### config.mk
export PLATFORM = sky130hd
export DESIGN_NAME = c8x_front
export DESIGN_NICKNAME = d
export VERILOG_FILES = /design/src/sv/c8x_pkg.sv /design/src/sv/c8x_front.sv
export SDC_FILE = /design/constraint.sdc
export NUM_CORES = 1
export LEC_CHECK = 0
export BUFFER_PORTS_ARGS = -buffer_cell sky130_fd_sc_hd__buf_2
export CORE_ASPECT_RATIO = 1.5
export CORE_MARGIN = 4
export CORE_UTILIZATION = 31
export CTS_BUF_LIST = sky130_fd_sc_hd__clkbuf_8 sky130_fd_sc_hd__clkbuf_16
export DETAILED_ROUTE_END_ITERATION = 10
export SYNTH_ARGS = -nofsm -noshare
export SYNTH_HDL_FRONTEND = slang
export SYNTH_SLANG_ARGS = --single-unit
### constraint.sdc
create_clock -name clk -period 7.7 [get_ports clk]
set_input_delay 0 -clock clk [delete_from_list [all_inputs] [get_ports clk]]
set_output_delay 0 -clock clk [all_outputs]
set_load 0.01 [all_outputs]
### src/sv/c8x_pkg.sv
`timescale 1ns / 1ps
// c8x_pkg: types and constants shared by the instruction execute core.
// No dependencies; every other file but c8x_ram uses it.
package c8x_pkg;

    localparam int MEM_DEPTH  = 4096;
    localparam int MEM_AW     = 12;
    localparam int SCR_W      = 128;
    localparam int SCR_H      = 64;
    localparam int SCR_RAW    = 6;
    localparam int SCR_CAW    = 7;
    localparam int FLAG_SLOTS = 8;
    localparam int FLAG_AW    = 3;
    localparam int CFG_W      = 12;

    localparam logic [1:0] KIND_EXEC  = 2'd0;
    localparam logic [1:0] KIND_WRMEM = 2'd1;
    localparam logic [1:0] KIND_RDMEM = 2'd2;
    localparam logic [1:0] KIND_RDPIX = 2'd3;

    localparam logic [1:0] CFG_QUIRK      = 2'd0;
    localparam logic [1:0] CFG_SMALL_FONT = 2'd1;
    localparam logic [1:0] CFG_LARGE_FONT = 2'd2;

    localparam logic [1:0] FAULT_NONE      = 2'd0;
    localparam logic [1:0] FAULT_DIGIT     = 2'd1;
    localparam logic [1:0] FAULT_OVERFLOW  = 2'd2;
    localparam logic [1:0] FAULT_UNDERFLOW = 2'd3;

    localparam logic [11:0] PC_RESET         = 12'h200;
    localparam logic [11:0] SMALL_FONT_RESET = 12'd80;
    localparam logic [11:0] LARGE_FONT_RESET = 12'd160;

    typedef struct packed {
        logic [1:0]  item_kind;
        logic [15:0] opcode;
        logic [7:0]  random_byte;
        logic [15:0] keys_down;
        logic [12:0] access_address;
        logic [7:0]  write_byte;
    } cmd_t;

    typedef struct packed {
        logic [11:0] next_pc;
        logic [15:0] index_value;
        logic [7:0]  read_data;
        logic        draw_requested;
        logic        exit_requested;
        logic        high_res;
        logic        waiting_key;
        logic [1:0]  fault_code;
        logic [7:0]  delay_value;
        logic [7:0]  sound_value;
    } rsp_t;

    typedef struct packed {
        logic        quirk_mode;
        logic [11:0] small_font_base;
        logic [11:0] large_font_base;
    } cfg_t;

    typedef enum logic [5:0] {
        CL_NOP, CL_WRMEM, CL_RDMEM, CL_RDPIX,
        CL_SCRD, CL_CLS, CL_RET, CL_SCRR, CL_SCRL, CL_EXIT, CL_LORES, CL_HIRES,
        CL_JP, CL_CALL, CL_SE_K, CL_SNE_K, CL_SE_V, CL_SNE_V, CL_LD_K, CL_ADD_K,
        CL_ALU, CL_LD_I, CL_JPV, CL_RND, CL_DRW, CL_SKP, CL_SKNP,
        CL_GET_DT, CL_WKEY, CL_SET_DT, CL_SET_ST, CL_ADD_I, CL_FONT, CL_BFONT,
        CL_BCD, CL_STORE, CL_LOAD, CL_FSAVE, CL_FLOAD
    } op_class_t;

    typedef struct packed {
        op_class_t cls;
        cmd_t      cmd;
    } qent_t;

    typedef struct packed {
        logic clearing;
        logic res_load;
    } status_t;

endpackage

### src/sv/c8x_front.sv
`timescale 1ns / 1ps
// c8x_front: accepts requests, classifies the opcode and queues them (2 deep).
// Depends on c8x_pkg.
module c8x_front (
    input  logic             clk,
    input  logic             rst_n,
    input  logic             push,
    output logic             full,
    input  c8x_pkg::cmd_t    cmd,
    input  logic             hold,
    output c8x_pkg::qent_t   head,
    output logic             head_valid,
    input  logic             head_pop
);

    localparam logic [15:0] OP_CLS   = 16'h00E0;
    localparam logic [15:0] OP_RET   = 16'h00EE;
    localparam logic [15:0] OP_SCRR  = 16'h00FB;
    localparam logic [15:0] OP_SCRL  = 16'h00FC;
    localparam logic [15:0] OP_EXIT  = 16'h00FD;
    localparam logic [15:0] OP_LORES = 16'h00FE;
    localparam logic [15:0] OP_HIRES = 16'h00FF;
    localparam logic [11:0] OP_SCRD  = 12'h00C;

    localparam logic [7:0] FX_GET_DT = 8'h07;
    localparam logic [7:0] FX_WKEY   = 8'h0A;
    localparam logic [7:0] FX_SET_DT = 8'h15;
    localparam logic [7:0] FX_SET_ST = 8'h18;
    localparam logic [7:0] FX_ADD_I  = 8'h1E;
    localparam logic [7:0] FX_FONT   = 8'h29;
    localparam logic [7:0] FX_BFONT  = 8'h30;
    localparam logic [7:0] FX_BCD    = 8'h33;
    localparam logic [7:0] FX_STORE  = 8'h55;
    localparam logic [7:0] FX_LOAD   = 8'h65;
    localparam logic [7:0] FX_FSAVE  = 8'h75;
    localparam logic [7:0] FX_FLOAD  = 8'h85;
    localparam logic [7:0] EX_SKP    = 8'h9E;
    localparam logic [7:0] EX_SKNP   = 8'hA1;

    function automatic c8x_pkg::op_class_t classify(input c8x_pkg::cmd_t c);
        logic [15:0] op;
        c8x_pkg::op_class_t cls;
        op  = c.opcode;
        cls = c8x_pkg::CL_NOP;
        unique case (c.item_kind)
            c8x_pkg::KIND_WRMEM: cls = c8x_pkg::CL_WRMEM;
            c8x_pkg::KIND_RDMEM: cls = c8x_pkg::CL_RDMEM;
            c8x_pkg::KIND_RDPIX: cls = c8x_pkg::CL_RDPIX;
            c8x_pkg::KIND_EXEC:
            begin
                unique case (op[15:12])
                    4'h0:
                    begin
                        if (op[15:4] == OP_SCRD)   cls = c8x_pkg::CL_SCRD;
                        else if (op == OP_CLS)     cls = c8x_pkg::CL_CLS;
                        else if (op == OP_RET)     cls = c8x_pkg::CL_RET;
                        else if (op == OP_SCRR)    cls = c8x_pkg::CL_SCRR;
                        else if (op == OP_SCRL)    cls = c8x_pkg::CL_SCRL;
                        else if (op == OP_EXIT)    cls = c8x_pkg::CL_EXIT;
                        else if (op == OP_LORES)   cls = c8x_pkg::CL_LORES;
                        else if (op == OP_HIRES)   cls = c8x_pkg::CL_HIRES;
                    end
                    4'h1: cls = c8x_pkg::CL_JP;
                    4'h2: cls = c8x_pkg::CL_CALL;
                    4'h3: cls = c8x_pkg::CL_SE_K;
                    4'h4: cls = c8x_pkg::CL_SNE_K;
                    4'h5: if (op[3:0] == 4'h0) cls = c8x_pkg::CL_SE_V;
                    4'h6: cls = c8x_pkg::CL_LD_K;
                    4'h7: cls = c8x_pkg::CL_ADD_K;
                    4'h8: if (op[3:0] <= 4'h7 || op[3:0] == 4'hE) cls = c8x_pkg::CL_ALU;
                    4'h9: if (op[3:0] == 4'h0) cls = c8x_pkg::CL_SNE_V;
                    4'hA: cls = c8x_pkg::CL_LD_I;
                    4'hB: cls = c8x_pkg::CL_JPV;
                    4'hC: cls = c8x_pkg::CL_RND;
                    4'hD: cls = c8x_pkg::CL_DRW;
                    4'hE:
                    begin
                        if (op[7:0] == EX_SKP)       cls = c8x_pkg::CL_SKP;
                        else if (op[7:0] == EX_SKNP) cls = c8x_pkg::CL_SKNP;
                    end
                    4'hF:
                    begin
                        unique case (op[7:0])
                            FX_GET_DT: cls = c8x_pkg::CL_GET_DT;
                            FX_WKEY:   cls = c8x_pkg::CL_WKEY;
                            FX_SET_DT: cls = c8x_pkg::CL_SET_DT;
                            FX_SET_ST: cls = c8x_pkg::CL_SET_ST;
                            FX_ADD_I:  cls = c8x_pkg::CL_ADD_I;
                            FX_FONT:   cls = c8x_pkg::CL_FONT;
                            FX_BFONT:  cls = c8x_pkg::CL_BFONT;
                            FX_BCD:    cls = c8x_pkg::CL_BCD;
                            FX_STORE:  cls = c8x_pkg::CL_STORE;
                            FX_LOAD:   cls = c8x_pkg::CL_LOAD;
                            FX_FSAVE:  cls = c8x_pkg::CL_FSAVE;
                            FX_FLOAD:  cls = c8x_pkg::CL_FLOAD;
                            default:   cls = c8x_pkg::CL_NOP;
                        endcase
                    end
                    default: cls = c8x_pkg::CL_NOP;
                endcase
            end
            default: cls = c8x_pkg::CL_NOP;
        endcase
        return cls;
    endfunction

    c8x_pkg::qent_t ent_reg [2];
    logic           rd_ptr_reg, rd_ptr_next;
    logic           wr_ptr_reg, wr_ptr_next;
    logic [1:0]     count_reg, count_next;
    logic           do_push, do_pop;

    assign full       = (count_reg == 2'd2) || hold;
    assign do_push    = push && !full;
    assign head_valid = (count_reg != 2'd0);
    assign do_pop     = head_pop && head_valid;
    assign head       = ent_reg[rd_ptr_reg];

    always_comb
    begin
        rd_ptr_next = rd_ptr_reg ^ do_pop;
        wr_ptr_next = wr_ptr_reg ^ do_push;
        count_next  = count_reg + {1'b0, do_push} - {1'b0, do_pop};
    end

    always_ff @(posedge clk)
    begin
        if (do_push)
        begin
            ent_reg[wr_ptr_reg] <= '{cls: classify(cmd), cmd: cmd};
        end
    end

    always_ff @(posedge clk or negedge rst_n)
    begin
        if (!rst_n)
        begin
            rd_ptr_reg <= 1'b0;
            wr_ptr_reg <= 1'b0;
            count_reg  <= 2'd0;
        end
        else
        begin
            rd_ptr_reg <= rd_ptr_next;
            wr_ptr_reg <= wr_ptr_next;
            count_reg  <= count_next;
        end
    end

endmodule

==> results of run 1 <==
synthesized netlist by cell type, types with 2 or more instances:
| cell | instances |
|---|---|
| buf_6 | 3 |
| inv_1 | 8 |
| a21o_1 | 2 |
| ha_1 | 4 |
| nand3b_1 | 4 |
| nand2b_1 | 6 |
| or4b_4 | 2 |
| mux2_2 | 69 |
| nor2_1 | 9 |
| buf_2 | 3 |
| o21ai_0 | 2 |
| a21oi_2 | 2 |
| nand3_1 | 6 |
| or2_2 | 2 |
| nor3_1 | 8 |
| a21boi_0 | 2 |
| a21oi_1 | 14 |
| dfrtp_1 | 4 |
| buf_4 | 2 |
| clkbuf_1 | 12 |
| nor2b_1 | 3 |
| xnor2_1 | 4 |
| o211ai_1 | 2 |
| o21ai_1 | 3 |
| nor3b_1 | 3 |
| edfxtp_1 | 138 |
| nand2_1 | 6 |
| o2111ai_1 | 2 |
report_power, final:
group          total, mW  switching (mW)  leakage [nW]  internal, mW
sequential          1.06          0.0939          1.31         0.965
clock              0.776           0.301         0.282         0.475
combinational      0.571           0.268          1.40         0.303
metal layers:
metal  global-route usage, %  up-vias  share of wire [%]
li1                        -     1800                  -
met1                    13.1     1848                 40
met2                    20.7      110                 53
met3                    3.39       21                5.2
met4                    4.77        0                2.3
met5                       0        -                  0
per-stage QoR:
| stage | total power [mW] | setup slack [ns] |
|---|---|---|
| after detailed placement | 1.64 | 5.62 |
| after global placement | 1.63 | 5.65 |
| after CTS | 2.45 | 5.58 |
| after floorplan | 1.41 | 4.91 |
| after global routing | 2.53 | 5.47 |
| final | 2.41 | 5.63 |
worst reg2reg max path, stage by stage, from the launching register on:
cell and delay (ns):
dfrtp_1 0.36, inv_1 0.05, a21oi_1 0.17, nand2_1 0.10, inv_1 0.14, ha_4 0.79
cell type report:
class,instances,area share (%)
repair buffers,202,16.4
flip-flops and latches,142,52.3
diodes,1,0.0308
multi-input cells,187,19.8
clock inverters,15,1.83
well taps,252,3.89
clock buffers,17,5.24
inverters,9,0.416
worst min-delay path by stage:
| stage | start | endpoint | slack, ns | cells after the start |
|---|---|---|---|---|
| after floorplan | rst_n | count_reg[0] | -0.30 | 0 |
| after global placement | rst_n | rd_ptr_reg | -0.19 | 1 |
| after detailed placement | rst_n | rd_ptr_reg | -0.18 | 1 |
| after CTS | cmd[49] | ent_reg[0][49] | 0.02 | 1 |
| after global routing | cmd[47] | ent_reg[0][47] | 0.04 | 1 |
| final | cmd[47] | ent_reg[0][47] | 0.05 | 1 |
kinds of logic (layout without fill, tap and decap cells):
| family | count (synthesis) | after routing | share of synthesized area, % |
|---|---|---|---|
| compound gates | 44 | 44 | 5.13 |
| buf+inv | 30 | 243 | 2.45 |
| xor+xnor | 5 | 5 | 0.733 |
| mux | 70 | 70 | 13.2 |
| flops | 142 | 142 | 71.0 |
| other cells | 0 | 1 | 0 |
| simple gates | 64 | 64 | 6.66 |
| fa+ha+maj | 4 | 4 | 0.838 |
==> results by group, run 1 <==
Setup path
  – CP startpoint kind: register
  – Critical path's top delay family: adder cells
  – Nature of the critical path endpoint: register
  – Critical Path Most Common Cell: inv_1
  – Critical-path top delay cell: ha_4
  – Worst Path Required: 7.72 ns
  – Crit-path max FO: 69
  – CP Depth: 5
  – CP startpoint: count_reg[0]
  – Cell Chain, Critical Path: inv_1, a21oi_1, nand2_1, inv_1, ha_4
  – Worst r2r src: count_reg[0]
  – Crit path arrival time: 2.09 ns
  – Worst Path Buf+Inv: 2
  – Worst R2R End: ent_reg[1][51]
  – R2R setup slack: 5.63 ns
  – Crit path to: ent_reg[1][51]
  – Max stage delay on crit path: 0.79 ns
  – Crit Path Class: register to register
  – Depth of the worst register-to-register path: 5

Timing
  – RSZ-0062 raised after global routing: no
  – Hold_ws: 0.0487 ns
  – Setup TNS: 0 ns
  – Final setup vio count: 0
  – Fin. max-slew vios: 0
  – Max Clk Rate: 484 MHz
  – Clock period minus worst slack: 2.07 ns
  – Final hold viol count: 0
  – Clock Skews: 0.00808 ns
  – Slew HR: 33.8%
  – Final Cycle Share: 26.8%
  – Worst slew pin tran: 0.992 ns

CTS
  – Root Buffer: clkbuf_16
  – Post-CTS Resized: 0
  – Post-CTS Setup Inserts: 0
  – Hold buffers post-CTS: 64
  – Number of buffers created by CTS: 17
  – CTS Buffer Depth: 2
  – Worst-path clk slew: 0.06 ns
  – CTS tree: done
  – Clk_lat worst skew: 0.40 ns
  – H-tree depth: 4
  – CTS sink count: 142

GRT
  – Initial antenna violation count: 1
  – Largest net degree at the start of global routing: 71
  – All-Layer GR Usage: 11.7%
  – Grt ovf: 0
  – Vias in the first global route: 3807
  – First-pass GRT wire length: 19400 um

Power and ir drop
  – Leak: 2.99 nW
  – Cell Pwr Density: 297 mW/mm^2
  – Worst vdd ir: 0.142 mV

Synth
  – #FFs+latches synth: 142
  – Predominant post-synthesis flop cell: edfxtp_1
  – EDFF count, synth: 138
  – Cell count after synthesis: 359
  – Syn_nets: 431
  – Asr flop ratio synth: 2.82%
  – Mapped Area: 0.00598 mm^2
  – Top cell type's share of synthesized area: 69.3%
  – Synth Warn #: 0
  – Largest area contributor in the netlist: edfxtp_1
  – Syn avg cell area: 16.6 um^2
  – Dominant cells by area after synthesis: edfxtp_1 69%, mux2_2 13%, dfrtp_1 1.7%, a21oi_1 1.2%, ha_1 0.84%
  – Yosys cell types: 62
  – Sequential area share after synthesis: 71.0%

Die
  – Die Wd: 121 um
  – Die ar.: 0.0216 mm^2
  – Row count: 61
  – IO Pins: 139
  – Initial core utilization: 31.8%
  – Chip height: 178 um
  – Core area: 0.0188 mm^2

Routing
  – Initial drt markers: 205
  – Vias/cell: 4.58
  – DR DRC count: 0
  – Detailed Routing Iterations Pass 1: 4
  – Total number of vias: 3779
  – Number of routed nets with antenna violations: 0
  – Post-detailed-route wirelength per cell: 15.2 um
  – Total Wirelength: 12500 um

Layout
  – # fillers: 1716
  – Final instance area: 0.00812 mm^2
  – Most frequent cells in the layout: 138 x edfxtp_1, 138 x buf_2, 69 x mux2_2
  – Final core occ: 43.2%
  – Share of cells above drive strength 1: 44.1%
  – Reg area: 0.00425 mm^2
  – Nets: 631
  – Multi-input logic area: 0.00161 mm^2
  – Max FFs per register: 138
  – P&R area growth vs syn: 35.8%
  – Non-Filler Instances: 825

Place
  – Placer congestion estimate: 0.838
  – Placed Area: 0.00690 mm^2
  – DP Wirelength: 8180 um
  – Dpl cells: 728
  – Input/output buffers: 138

Run status
  – Status: completed

Run
  – Max-cap viol count: 0

Min path
  – Worst min path class: input pin to register
Power figures use the tool's default switching activity.
==> run 2: changes to the inputs <==
Clock period 7.7 ns to 2.2 ns, I/O delays scaled along.
==> results by group, run 2 (synthesis gave the netlist of run 1 again) <==
Run status
  – Status: completed (unchanged)

Timing
  – Slew HR: 58.8% (was 33.8%)
  – Fin. max-slew vios: 0 (unchanged)
  – Hold_ws: 0.0294 ns (was 0.0487 ns)
  – Final Cycle Share: 87.0%
  – Max Clk Rate: 523 MHz
  – Final setup vio count: 0 (unchanged)
  – RSZ-0062 raised after global routing: no (unchanged)
  – Clock Skews: 0.0101 ns (was 0.00808 ns)
  – Worst slew pin tran: 0.612 ns (was 0.992 ns)
  – Final hold viol count: 0 (unchanged)
  – Clock period minus worst slack: 1.91 ns

CTS
  – Number of buffers created by CTS: 17 (unchanged)
  – Root Buffer: clkbuf_16 (unchanged)
  – Post-CTS Resized: 0 (unchanged)
  – Post-CTS Setup Inserts: 0 (unchanged)
  – CTS tree: done (unchanged)
  – Hold buffers post-CTS: 65 (was 64)
  – CTS sink count: 142 (unchanged)
  – H-tree depth: 4 (unchanged)
  – Worst-path clk slew: 0.06 ns (about the same)
  – Clk_lat worst skew: 0.41 ns (was 0.40 ns)
  – CTS Buffer Depth: 2 (unchanged)

Layout
  – Multi-input logic area: 0.00161 mm^2 (unchanged)
  – Most frequent cells in the layout: 138 x edfxtp_1, 138 x buf_2, 69 x mux2_2 (unchanged)
  – Max FFs per register: 138 (unchanged)
  – Reg area: 0.00425 mm^2 (unchanged)
  – Final instance area: 0.00825 mm^2 (was 0.00812 mm^2)
  – P&R area growth vs syn: 38.1% (was 35.8%)
  – Final core occ: 43.9% (was 43.2%)
  – # fillers: 1696 (was 1716)
  – Nets: 638 (was 631)
  – Share of cells above drive strength 1: 44.6% (was 44.1%)
  – Non-Filler Instances: 831 (was 825)

Routing
  – Initial drt markers: 152 (was 205)
  – Total number of vias: 3832 (was 3779)
  – Number of routed nets with antenna violations: 0 (unchanged)
  – Post-detailed-route wirelength per cell: 16.2 um (was 15.2 um)
  – Total Wirelength: 13400 um (was 12500 um)
  – Vias/cell: 4.61 (was 4.58)
  – Detailed Routing Iterations Pass 1: 4 (unchanged)
  – DR DRC count: 0 (unchanged)

GRT
  – Initial antenna violation count: 1 (unchanged)
  – All-Layer GR Usage: 12.6% (was 11.7%)
  – Largest net degree at the start of global routing: 44 (was 71)
  – First-pass GRT wire length: 20900 um (was 19400 um)
  – Grt ovf: 0 (unchanged)
  – Vias in the first global route: 4096 (was 3807)

Die
  – Core area: 0.0188 mm^2 (unchanged)
  – Chip height: 178 um (unchanged)
  – IO Pins: 139 (unchanged)
  – Row count: 61 (unchanged)
  – Die ar.: 0.0216 mm^2 (unchanged)
  – Die Wd: 121 um (unchanged)
  – Initial core utilization: 31.8% (unchanged)

Setup path
  – Crit path arrival time: 2.16 ns (was 2.09 ns)
  – Crit-path max FO: 4 (was 69)
  – Crit Path Class: input pin to register (was register to register)
  – CP startpoint kind: input pin (was register)
  – Worst Path Required: 2.44 ns (was 7.72 ns)
  – Nature of the critical path endpoint: register (unchanged)

Place
  – Dpl cells: 734 (was 728)
  – Placer congestion estimate: 0.869 (was 0.838)
  – DP Wirelength: 9070 um (was 8180 um)
  – Placed Area: 0.00701 mm^2 (was 0.00690 mm^2)
  – Input/output buffers: 138 (unchanged)

Power and ir drop
  – Worst vdd ir: 0.405 mV (was 0.142 mV)
  – Leak: 3.05 nW (was 2.99 nW)
  – Cell Pwr Density: 1050 mW/mm^2 (was 297 mW/mm^2)

Run
  – Max-cap viol count: 0 (unchanged)

Min path
  – Worst min path class: input pin to register (unchanged)
run 2: routing by layer:
layer,track usage (%),routed length (um),share of wire (%)
met4,5.75,339,2.5
met3,3.30,645,4.8
met2,23.9,7560,56
met5,0,0,0
met1,12.8,4900,36
run 2: where the power goes:
group	leakage, nW	internal [mW]	switching, mW	total [mW]
Combinational	1.45	1.15	1.17	2.32
Clock	0.283	1.77	1.07	2.85
Sequential	1.31	3.37	0.149	3.52
Total	3.05	6.29	2.39	8.69
run 2: final timing paths:
path | from | to | slack [ns] | cells past startpoint
max | cmd[54] | ent_reg[1][66] | 0.29 | 7
min | cmd[47] | ent_reg[1][47] | 0.03 | 1
max reg2reg | count_reg[1] | count_reg[1] | 0.37 | 7
min reg2reg | count_reg[1] | count_reg[1] | 0.49 | 1
max in group asynchronous | rst_n | rd_ptr_reg | 1.48 | 3
min in group asynchronous | rst_n | count_reg[0] | 0.51 | 3
run 2: layout make-up:
cell class | count | area share [%]
repair buffers | 209 | 17.6
clock inverters | 14 | 2.02
well taps | 252 | 3.82
inverters | 9 | 0.409
diodes | 1 | 0.0303
multi-input cells | 187 | 19.5
flip-flops and latches | 142 | 51.5
clock buffers | 17 | 5.16
run 2: per-stage QoR:
step / power, mW / setup WS, ns / TNS, ns
floorplan: 4.92 / -0.595 / -82.05
global placement: 5.82 / 0.467 / 0
detailed placement: 5.86 / 0.391 / 0
CTS: 8.84 / 0.304 / 0
global route: 9.12 / 0.160 / 0
finish: 8.69 / 0.287 / 0
run 2: worst max-delay path: stages:
cell and delay, ns:
dlygate4sd3_1 0.55, buf_2 0.14, nor4_1 0.56, and3_2 0.32, a311oi_1 0.11, a211o_1 0.29, a21oi_1 0.19
==> run 3: changes to the inputs <==
Settings changed: CORE_UTILIZATION 31 to 36.
==> results by group, run 3 (synthesis gave the netlist of run 1 again) <==
Run status
  – Status: completed (unchanged)

GRT
  – Global routing usage on met2: 25.9% (was 23.9%)
  – Vias in the first global route: 4115 (was 4096)
  – Busiest grt layer: met2 (unchanged)
  – Grt ovf: 0 (unchanged)
  – Met3 Use GR: 3.65% (was 3.30%)
  – Met1 GRT Util: 15.4% (was 12.8%)
  – Largest net degree at the start of global routing: 37 (was 44)
  – Initial antenna violation count: 0 (was 1)
  – All-Layer GR Usage: 14.1% (was 12.6%)
  – First-pass GRT wire length: 21100 um (was 20900 um)

Setup path
  – Crit-path max FO: 29 (was 4)
  – Crit path arrival time: 1.97 ns (was 2.16 ns)
  – Max stage delay on crit path: 0.76 ns (was 0.56 ns)
  – CP startpoint kind: register (was input pin)
  – Worst r2r src: count_reg[1] (unchanged)
  – Cell Chain, Critical Path: buf_12, mux2_2, buf_2 (was dlygate4sd3_1, buf_2, nor4_1, and3_2, a311oi_1, a211o_1, a21oi_1)
  – Crit Path Class: register to output port (was input pin to register)
  – Critical-path top delay cell: dfrtp_2 (was nor4_1)
  – Nature of the critical path endpoint: output port (was register)
  – Worst Path Required: 2.20 ns (was 2.44 ns)
  – CP startpoint: rd_ptr_reg (was cmd[54])

Power and ir drop
  – Leak: 3.04 nW (was 3.05 nW)
  – Clock share of power: 31.9% (was 32.8%)
  – Worst vdd ir: 0.531 mV (was 0.405 mV)
  – Comb pwr share: 27.0% (was 26.7%)
  – Internal: 6.20 mW (was 6.29 mW)
  – Switching share of power: 27.9% (was 27.5%)
  – Sequential share of power: 41.2% (was 40.5%)
  – Sw power: 2.40 mW (was 2.39 mW)
  – Cell Pwr Density: 1050 mW/mm^2 (about the same)
  – Pwr Total: 8.61 mW (was 8.69 mW)

Routing
  – Total Wirelength: 13400 um (about the same)
  – Detailed Routing Iterations Pass 1: 4 (unchanged)
  – Total number of vias: 3821 (was 3832)
  – Number of routed nets with antenna violations: 0 (unchanged)
  – Initial drt markers: 158 (was 152)
  – Vias/cell: 4.88 (was 4.61)
  – Post-detailed-route wirelength per cell: 17.1 um (was 16.2 um)
  – DR DRC count: 0 (unchanged)

CTS
  – Clk_lat worst skew: 0.40 ns (was 0.41 ns)
  – Root Buffer: clkbuf_16 (unchanged)
  – Post-CTS Resized: 0 (unchanged)
  – CTS Buffer Depth: 2 (unchanged)
  – H-tree depth: 4 (unchanged)
  – CTS sink count: 142 (unchanged)
  – Hold buffers post-CTS: 64 (was 65)
  – Post-CTS Setup Inserts: 0 (unchanged)
  – Number of buffers created by CTS: 17 (unchanged)
  – CTS tree: done (unchanged)
  – Worst-path clk slew: 0.06 ns (about the same)

Timing
  – Slew HR: 59.1% (was 58.8%)
  – Clock period minus worst slack: 1.97 ns (was 1.91 ns)
  – Worst slew pin tran: 0.614 ns (was 0.612 ns)
  – Clock Skews: 0.00698 ns (was 0.0101 ns)
  – Max Clk Rate: 508 MHz (was 523 MHz)
  – RSZ-0062 raised after global routing: no (unchanged)
  – Final hold viol count: 0 (unchanged)
  – Fin. max-slew vios: 0 (unchanged)
  – Final Cycle Share: 89.4% (was 87.0%)
  – Final setup vio count: 0 (unchanged)
  – Post-route setup slack: 0.232 ns (was 0.287 ns)

Layout
  – Max FFs per register: 138 (unchanged)
  – Share of cells above drive strength 1: 44.7% (was 44.6%)
  – Nets: 637 (was 638)
  – Final core occ: 50.2% (was 43.9%)
  – Most frequent cells in the layout: 138 x edfxtp_1, 138 x buf_2, 69 x mux2_2 (unchanged)
  – Final instance area: 0.00817 mm^2 (was 0.00825 mm^2)
  – Non-Filler Instances: 783 (was 831)
  – Ant. Diodes: 0 (was 1)
  – P&R area growth vs syn: 36.7% (was 38.1%)

Place
  – Dpl cells: 688 (was 734)
  – Placed Area: 0.00696 mm^2 (was 0.00701 mm^2)
  – DP Wirelength: 9140 um (was 9070 um)
  – Input/output buffers: 138 (unchanged)
  – Setup WS pre-CTS: 0.396 ns (was 0.391 ns)
  – Placer congestion estimate: 0.805 (was 0.869)

Min path
  – Worst min path class: input pin to register (unchanged)
  – HP Start: cmd[47] (unchanged)

Run
  – Max-cap viol count: 0 (unchanged)

Die
  – Row count: 57 (was 61)
  – Die ar.: 0.0188 mm^2 (was 0.0216 mm^2)
  – Die Wd: 113 um (was 121 um)
  – Chip height: 166 um (was 178 um)
  – Initial core utilization: 36.7% (was 31.8%)
  – Core area: 0.0163 mm^2 (was 0.0188 mm^2)
  – IO Pins: 139 (unchanged)
## run 3: metal layers
metal  part of all wire (%)  up-vias
met5                      0        -
met4                    1.9        0
met3                    5.1       19
met2                     54      125
met1                     39     1873
li1                       -     1804
## run 3: worst max-delay path, delay by kind of cell, from the launching register on
| family | cells | cell delay [ns] |
|---|---|---|
| muxes | 1 | 0.36 |
| DFF | 1 | 0.76 |
| buffers and inverters | 2 | 0.42 |
## run 3: path summary, 6_finish.rpt
path / end / slack, ns / depth (start not counted)
worst max-delay path: head[3] / 0.23 / 3
worst max register to register: count_reg[1] / 0.40 / 7
min in group asynchronous: count_reg[1] / 0.49 / 3
worst min-delay path: ent_reg[0][47] / 0.03 / 1
worst min register to register: count_reg[1] / 0.51 / 1
max in group asynchronous: rd_ptr_reg / 1.52 / 3
## run 3: metrics by stage
stage               hold slack, ns  TNS [ns]
global route                0.0262         0
global placement            -0.189         0
finish                      0.0339         0
floorplan                   -0.296    -82.05
detailed placement          -0.189         0
CTS                         0.0112         0
## run 3: power groups by stage
stage	logic, mW	registers, mW	clock network, mW
6_report	2.32	3.54	2.74
5_1_grt	2.52	3.58	2.91
4_1_cts	2.39	3.55	2.81
3_5_place_dp	2.29	3.61	0
3_3_place_gp	2.26	3.59	0
2_1_floorplan	1.42	3.50	0
## run 3: area by class of cell
cell class | instances | area (um^2)
fillers | 1410 | 8090
flip-flops and latches | 142 | 4250
multi-input cells | 187 | 1610
repair buffers | 208 | 1450
clock buffers | 17 | 425
well taps | 206 | 258
clock inverters | 14 | 146
inverters | 9 | 33.8
